**src/rtl/core/gdb_pkg.sv**
```systemverilog
// ----------------------------------------------------------------------------
// gdb_pkg
// Shared types, codes and helpers for the graph traversal unit.
// ----------------------------------------------------------------------------
package gdb_pkg;

	localparam int MAX_VERTICES_DEF = 64;   // also the upper limit of MAX_VERTICES
	localparam int VERT_W           = 7;
	localparam int IDX_W            = 6;
	localparam int CFG_IDX_W        = 2;
	localparam int QUEUE_DEPTH      = 2;
	localparam int QPTR_W           = $clog2(QUEUE_DEPTH);
	localparam int QCNT_W           = $clog2(QUEUE_DEPTH + 1);

	typedef logic [VERT_W-1:0] vert_t;

	// command codes
	localparam logic [1:0] CMD_CLEAR = 2'd0;
	localparam logic [1:0] CMD_ADD   = 2'd1;
	localparam logic [1:0] CMD_RUN   = 2'd2;

	// configuration register indexes
	localparam logic [CFG_IDX_W-1:0] CFG_VERTEX_COUNT   = 2'd0;
	localparam logic [CFG_IDX_W-1:0] CFG_START_VERTEX   = 2'd1;
	localparam logic [CFG_IDX_W-1:0] CFG_TRAVERSAL_MODE = 2'd2;

	typedef struct packed {
		logic [1:0] command;
		vert_t      end_a;
		vert_t      end_b;
	} in_t;

	typedef struct packed {
		vert_t visited_vertex;
		logic  last;
		logic  bad_start;
	} result_t;

	typedef enum logic [1:0] {
		OP_CLEAR,
		OP_ADD,
		OP_RUN,
		OP_BAD_START
	} op_kind_t;

	typedef struct packed {
		op_kind_t kind;
		vert_t    end_a;
		vert_t    end_b;
	} op_t;

	// index of the lowest set bit, zero when none is set
	function automatic logic [IDX_W-1:0] lowest_index(input logic [MAX_VERTICES_DEF-1:0] x);
		logic [IDX_W-1:0] r;
		r = '0;
		for (int i = MAX_VERTICES_DEF - 1; i >= 0; i--) begin
			if (x[i]) begin
				r = IDX_W'(i);
			end
		end
		return r;
	endfunction

endpackage

```
**src/rtl/core/gdb_front.sv**
```systemverilog
// ----------------------------------------------------------------------------
// gdb_front
// Accepts command items, decodes and range checks them, and queues the
// resulting operations for the traversal engine.
// ----------------------------------------------------------------------------
module gdb_front (
	input  logic           clk,
	input  logic           arst_n,
	input  gdb_pkg::in_t   in_data,
	input  logic           in_valid,
	output logic           in_ready,
	input  gdb_pkg::vert_t active_n,
	input  gdb_pkg::vert_t start_vertex,
	output gdb_pkg::op_t   op,
	output logic           op_valid,
	input  logic           op_ready
);
	import gdb_pkg::*;

	op_t               q_mem [QUEUE_DEPTH];
	logic [QPTR_W-1:0] wr_ptr_q;
	logic [QPTR_W-1:0] rd_ptr_q;
	logic [QCNT_W-1:0] count_q;

	op_t  op_new;
	logic keep;
	logic a_ok;
	logic b_ok;
	logic push;
	logic pop;

	assign a_ok = (in_data.end_a != '0) && (in_data.end_a <= active_n);
	assign b_ok = (in_data.end_b != '0) && (in_data.end_b <= active_n);

	always_comb begin
		op_new.end_a = in_data.end_a;
		op_new.end_b = in_data.end_b;
		op_new.kind  = OP_CLEAR;
		keep         = 1'b0;
		unique case (in_data.command)
			CMD_CLEAR: begin
				keep = 1'b1;
			end
			CMD_ADD: begin
				op_new.kind = OP_ADD;
				keep        = a_ok && b_ok;
			end
			CMD_RUN: begin
				keep = 1'b1;
				if (start_vertex == '0 || start_vertex > active_n) begin
					op_new.kind = OP_BAD_START;
				end else begin
					op_new.kind = OP_RUN;
				end
			end
			default: begin
				keep = 1'b0;
			end
		endcase
	end

	assign in_ready = (count_q != QCNT_W'(QUEUE_DEPTH));
	assign push     = in_valid && in_ready && keep;
	assign op_valid = (count_q != '0);
	assign pop      = op_valid && op_ready;
	assign op       = q_mem[rd_ptr_q];

	always_ff @(posedge clk) begin
		if (push) begin
			q_mem[wr_ptr_q] <= op_new;
		end
	end

	always_ff @(posedge clk or negedge arst_n) begin
		if (!arst_n) begin
			wr_ptr_q <= '0;
			rd_ptr_q <= '0;
			count_q  <= '0;
		end else begin
			if (push) begin
				wr_ptr_q <= (wr_ptr_q == QPTR_W'(QUEUE_DEPTH - 1)) ? '0 : wr_ptr_q + 1'b1;
			end
			if (pop) begin
				rd_ptr_q <= (rd_ptr_q == QPTR_W'(QUEUE_DEPTH - 1)) ? '0 : rd_ptr_q + 1'b1;
			end
			if (push && !pop) begin
				count_q <= count_q + 1'b1;
			end else if (pop && !push) begin
				count_q <= count_q - 1'b1;
			end
		end
	end

`ifndef SYNTH
	a_count_bound: assert property (@(posedge clk) disable iff (!arst_n)
		count_q <= QCNT_W'(QUEUE_DEPTH))
		else $error("op queue overfilled");

	a_push_counts: assert property (@(posedge clk) disable iff (!arst_n)
		push && !pop |=> count_q == $past(count_q) + 1'b1)
		else $error("queued op lost");
`endif

endmodule

```
**config.mk**
```make
export PLATFORM = sky130hd
export DESIGN_NAME = gdb_front
export DESIGN_NICKNAME = d
export VERILOG_FILES = /design/src/rtl/core/gdb_pkg.sv /design/src/rtl/core/gdb_front.sv
export SDC_FILE = /design/constraint.sdc
export NUM_CORES = 1
export LEC_CHECK = 0
export BUFFER_PORTS_ARGS = -buffer_cell sky130_fd_sc_hd__clkbuf_2
export CAP_MARGIN = 20
export CORE_MARGIN = 3
export CORE_UTILIZATION = 52
export CTS_CLUSTER_DIAMETER = 100
export DETAILED_ROUTE_END_ITERATION = 10
export GPL_ROUTABILITY_DRIVEN = 1
export PLACE_DENSITY = 0.84
export REMOVE_ABC_BUFFERS = 1
export SYNTH_ARGS = -nofsm -noshare
export SYNTH_HDL_FRONTEND = slang
export SYNTH_SLANG_ARGS = --single-unit
```
**constraint.sdc**
```tcl
create_clock -name clk -period 3.6 [get_ports clk]
set_clock_uncertainty 0.2 [all_clocks]
set_input_delay 0.36 -clock clk [delete_from_list [all_inputs] [get_ports clk]]
set_output_delay 0.36 -clock clk [all_outputs]
set_load 0.02 [all_outputs]
```
* Yosys cells after proc, flatten, opt, wreduce, memory -nomap -nowiden
Memory sizes are Yosys's and may differ from the RTL's.
Cells that the tools add are included.
** Word-level totals
- Flip-flop bits (word level) :: 4
- Memory bits (writable) :: 32
- Input port bits :: 34
- Word-level logic and storage cells :: 41
- Memories :: 1
** Memory list
- q_mem :: words 2, bits a word 16, read ports 1, clocked after memory_dff 0, write ports 1, RTL line gdb_front.sv:20 : op_t q_mem [QUEUE_DEPTH];
** Operators by class
- $add $sub $neg :: 4
- Order comparisons :: 3
- Equal/unequal tests :: 3
- Muxes and demuxes :: 9
- Reductions and logical operators :: 18
** Operators with widths (count)
- <= comparator 7 bit :: 2
- nonzero test 7 bit :: 2
- logical AND 1 bit :: 8
- greater-than comparator 7 bit :: 1
- logical NOT 7 bit :: 1
- two-way mux 1 bit :: 5
- two-way mux 2 bit :: 2
- one-hot mux 2 bit (2 select lines) :: 1
- nonzero test 2 bit :: 2
- adder 1 bit, second input constant :: 2
- adder 2 x 1 -> 2 bit, second input constant :: 1
- == test 2 x 1 -> 1 bit, second input constant :: 1
- == test 2 bit, second input constant :: 1
- logical NOT 1 bit :: 2
- logical NOT 2 bit :: 1
- inequality test 2 bit, second input constant :: 1
- one-hot mux 1 bit (2 select lines) :: 1
- OR reduction 2 bit :: 1
- subtractor 2 x 1 -> 2 bit, second input constant :: 1
- logical OR 1 bit :: 1

* Logic depth before layout (Yosys ltp)
- Depth after elaboration :: 9
- Depth in mapped cells :: 11

* Worst setup path after synthesis
Ideal clock, no wire load.
- Kind :: input to register
- Start point :: input port active_n[4]
- End point :: memory q_mem[0][0] in the netlist's numbering (enable)
- Arrival :: 2665 ps
- Data required time :: 2986 ps
- Setup slack :: 321 ps
- Stages on the path :: 7
- Path buffers :: 0
- Cell sequence :: inv_1 ha_1 a211oi_1 o21bai_1 o22ai_1 o211ai_1 a211oi_1
** On the way
- Word-level cells in the longest chain between the ends :: 7
- Elaborated cells between the ends (all ways) :: 9
- Those cells by class :: order compare (2); mux (3); reduce/logical (4)
** Ends and longest elaborated chain
- start: declaration :: RTL line gdb_front.sv:12 : input gdb_pkg::vert_t active_n,
- <= comparator 7 bit (on tied branches) :: RTL line gdb_front.sv:32, gdb_front.sv:33
- logical AND 1 bit (on tied branches) :: RTL line gdb_front.sv:32, gdb_front.sv:33
- logical AND 1 bit (*) :: RTL line gdb_front.sv:46 : keep = a_ok && b_ok;
- one-hot mux 1 bit (2 select lines) (*) :: RTL line gdb_front.sv:40 : unique case (in_data.command)
- logical AND 1 bit (*) :: RTL line gdb_front.sv:63 : assign push = in_valid && in_ready && keep;
- two-way mux 1 bit (*) :: RTL line gdb_front.sv:69 : if (push) begin
- two-way mux 1 bit (implied by the code) (*) :: RTL line gdb_front.sv:70 : q_mem[wr_ptr_q] <= op_new;
- end: declaration :: RTL line gdb_front.sv:20
Mark *: on every way between the ends. The rest lies on a longest branch, timed or not.

* Worst setup path after layout
- Start point :: input port in_data[2] in the netlist's numbering
- End point :: register count_q[1]
** On the way
- Word-level cells in the longest chain between the ends :: 8
- Elaborated cells between the ends (all ways) :: 11
- Those cells by class :: order compare (1); mux (2); reduce/logical (8)
** Ends and longest elaborated chain
- start: declaration :: RTL line gdb_front.sv:9 : input gdb_pkg::in_t in_data,
- <= comparator 7 bit / nonzero test 7 bit (equally long branches) :: RTL line gdb_front.sv:33 : assign b_ok = (in_data.end_b != '0) && (in_data.end_b <= active_n);
- logical AND 1 bit (*) :: RTL line gdb_front.sv:33
- logical AND 1 bit (*) :: RTL line gdb_front.sv:46
- one-hot mux 1 bit (2 select lines) (*) :: RTL line gdb_front.sv:40
- logical AND 1 bit (*) :: RTL line gdb_front.sv:63
- named net push :: RTL line gdb_front.sv:29 : logic push;
- logical NOT 1 bit :: RTL line gdb_front.sv:88 : end else if (pop && !push) begin
- logical AND 1 bit :: RTL line gdb_front.sv:88
- nonzero test 2 bit (no source line)
- end signal: assignment :: RTL line gdb_front.sv:87 : count_q <= count_q + 1'b1;
- end signal: assignment :: RTL line gdb_front.sv:89 : count_q <= count_q - 1'b1;
- end: declaration :: RTL line gdb_front.sv:23 : logic [QCNT_W-1:0] count_q;
The timed path passes the listed nets; every way through them passes the cells marked *.
A chain may end at the register's enable or synchronous reset.

==> flow_summary.json <==
{
  "fmax_mhz": 411,
  "seqCellArea_sq_um": 1060,
  "reg2reg_depth": 6,
  "routed.top_layer": "met4",
  "power.density_nw_per_um2": 533,
  "timing.rr.end": "count_q[1]",
  "top_level_ports": 52,
  "drt-met1-wl_mm": 1.68,
  "relSlewSlack_pct": 52.9,
  "r2r_start": "count_q[0]",
  "worst-path-stages": 9,
  "end_kind": "flip-flop",
  "critPathLaunchType": "primary input",
  "initial_core_util_pct": 57.2,
  "critPathKind": "primary input to flip-flop",
  "p_int_w": 0.000863,
  "die_w_um": 68.2,
  "place.gp.congestion": 0.770,
  "seq_area_frac_synth_pct": 52.7,
  "period_minus_slack_ps": 2430,
  "grt_pass1_wl_mm": 6.40,
  "area_growth_pct": 20.9,
  "post-cts-setup-buffer-count": 0,
  "finalNetCount": 271,
  "routed-via-count": 1436,
  "switching_share_pct": 33.5,
  "cts_buffers": 5,
  "num_rows": 21,
  "synth_edf_count": 32,
  "ant_nets": 0,
  "layout_common_cells": "51 x clkbuf_2, 32 x edfxtp_1, 26 x ha_1",
  "drive_gt1_share_pct": 37.7,
  "hpwl_mm": 3.31,
  "cts_max_level": 2,
  "r2r_slack_ps": 1750,
  "dpl_cell_area_sq_um": 2340,
  "place_inst": 249,
  "antenna_found_initial": 0,
  "routed_wl_mm": 4.13,
  "crit_path_max_incr_delay_ps": 550,
  "status": "complete, no violations",
  "timing.setup.tns_ps": 0,
  "synth_area_sq_um": 2010,
  "p_comb_share_pct": 35.0,
  "path_max_fanout": 4,
  "multiInputGateArea_sq_um": 910,
  "initialDrtViolationCount": 108,
  "antennaDiodeCount": 0,
  "synth_area_per_cell_sq_um": 13.2,
  "clockBufferDepth": 2,
  "p_leak_nw": 1.06,
  "utilization_pct": 69.1,
  "worstSetupStartpoint": "in_data[2]",
  "wl_met2_mm": 2.16,
  "fin_crit_sh_pct": 67.5,
  "rsz0062_at_grt": "false",
  "async_reset_ff_share_pct": 11.1,
  "syn-instance-count": 152,
  "synth_ff_type": "edfxtp_1",
  "drc": 0,
  "finalMaxSlewViolations": 0,
  "dr.pass1.iters": 4,
  "grt_pass1_vias": 1394,
  "yosys_warnings": 0,
  "synth-seq-cells": 36,
  "crit_path_frequent_cell": "a21oi_1",
  "via_per_inst": 5.57,
  "slowest_stage": "or4_4",
  "cts_tree": "done",
  "cp-endpoint": "count_q[1]",
  "fillers": 271,
  "hold_path.class": "primary input to flip-flop",
  "track_usage_pct": 19.3,
  "p_seq_share_pct": 45.1,
  "hold_slack_ps": 107,
  "clkLatencyLatePin_ps": 270,
  "cp_data_arrival_time_ps": 2430,
  "crit_chain": "clkbuf_2 > or4_4 > o41ai_2 > a21oi_1 > o211ai_1 > a21oi_1 > ha_1 > nor2_1 > xor2_1",
  "tightest_slew_ps": 707,
  "overflow": 0,
  "critical_path.top_delay_family": "compound AO/OA/AOI/OAI gates",
  "coreArea_sq_um": 3520,
  "p_sw_w": 0.000435,
  "synth.distinct_cells": 35,
  "die_y_um": 68.2,
  "wl_met3_um": 264,
  "root_buffer": "clkbuf_8",
  "path_clk_slew_ps": 60,
  "cp_num_buf_inv": 1,
  "maxCapViolCount": 0,
  "peakVddDrop_v": 0.000216,
  "fin_cells": 258,
  "finalSetupViolCount": 0,
  "wire_per_inst_um": 16.0,
  "clockPowerShare_pct": 19.9,
  "stdcell_area_sq_um": 2430,
  "hold_violations": 0,
  "cts.sinks": 36,
  "cp_data_required_time_ps": 3600,
  "final_common_cell": "clkbuf_2",
  "grt_max_degree": 18,
  "io_buffer_count": 51,
  "die_area_sq_um": 4650
}
per-layer routing:
metal  GRT usage (%)  vias to the layer above
li1                -                      703
met1            22.7                      684
met2            34.7                       47
met3            4.11                        2
met4            6.70                        0
met5               0                        -
synthesized netlist by cell type, types with 3 or more instances:
cell type	n	area [sq um]
nand4_1	3	18.8
o211ai_1	3	22.5
nor2_1	4	15.0
mux2_2	16	180
a211oi_1	3	22.5
nor2b_1	3	18.8
edfxtp_1	32	961
o21ai_0	3	15.0
dfrtp_1	4	100
a21oi_1	9	45.0
inv_1	12	45.0
nand2_1	3	11.3
ha_1	26	325
registers in the layout, indices dropped and copies added, names as in the netlist:
name,flops
rd_ptr_q,1
count_q,2
wr_ptr_q,1
q_mem,32
final cells by class:
| type | count | area share [%] |
|---|---|---|
| timing repair buffer | 54 | 11.5 |
| inverter | 12 | 1.85 |
| clock buffer | 8 | 3.29 |
| tap | 46 | 2.37 |
| multi-input combinational | 102 | 37.4 |
| sequential | 36 | 43.6 |
worst min-delay path by stage:
stage / from / end / slack, ps / depth (start not counted)
floorplan: arst_n / count_q[0] / -140 / 0
global placement: arst_n / rd_ptr_q / -30 / 1
detailed placement: arst_n / rd_ptr_q / -30 / 1
CTS: in_data[13] / q_mem[1][13] / 100 / 1
global route: in_data[13] / q_mem[1][13] / 90 / 1
finish: in_data[13] / q_mem[1][13] / 110 / 1
power by group through the flow:
stage | logic (W) | registers (W) | clock network, W
after floorplan | 0.000316 | 0.000575 | 0
after global placement | 0.000439 | 0.000587 | 0
after detailed placement | 0.000454 | 0.000595 | 0
after CTS | 0.000458 | 0.000587 | 0.000266
after global routing | 0.000497 | 0.000596 | 0.000288
final | 0.000454 | 0.000585 | 0.000259
cell families after synthesis:
group / share of synthesized area (%)
mux: 8.95
flops: 52.7
fa+ha+maj: 16.2
buf+inv: 2.61
xor+xnor: 1.74
compound gates: 10.1
simple gates: 7.77
repair_timing:
action	CTS	global route
hold buffers	1	0
resized for setup	0	0
hold endpoints to repair	4	0
per-stage QoR:
stage | total power, W | setup WS, ps
3_3_place_gp | 0.00103 | 1040
6_report | 0.00130 | 1170
5_1_grt | 0.00138 | 1010
3_5_place_dp | 0.00105 | 897
4_1_cts | 0.00131 | 1170
2_1_floorplan | 0.000891 | 321
No activity file was read; power rests on OpenSTA's default activity.
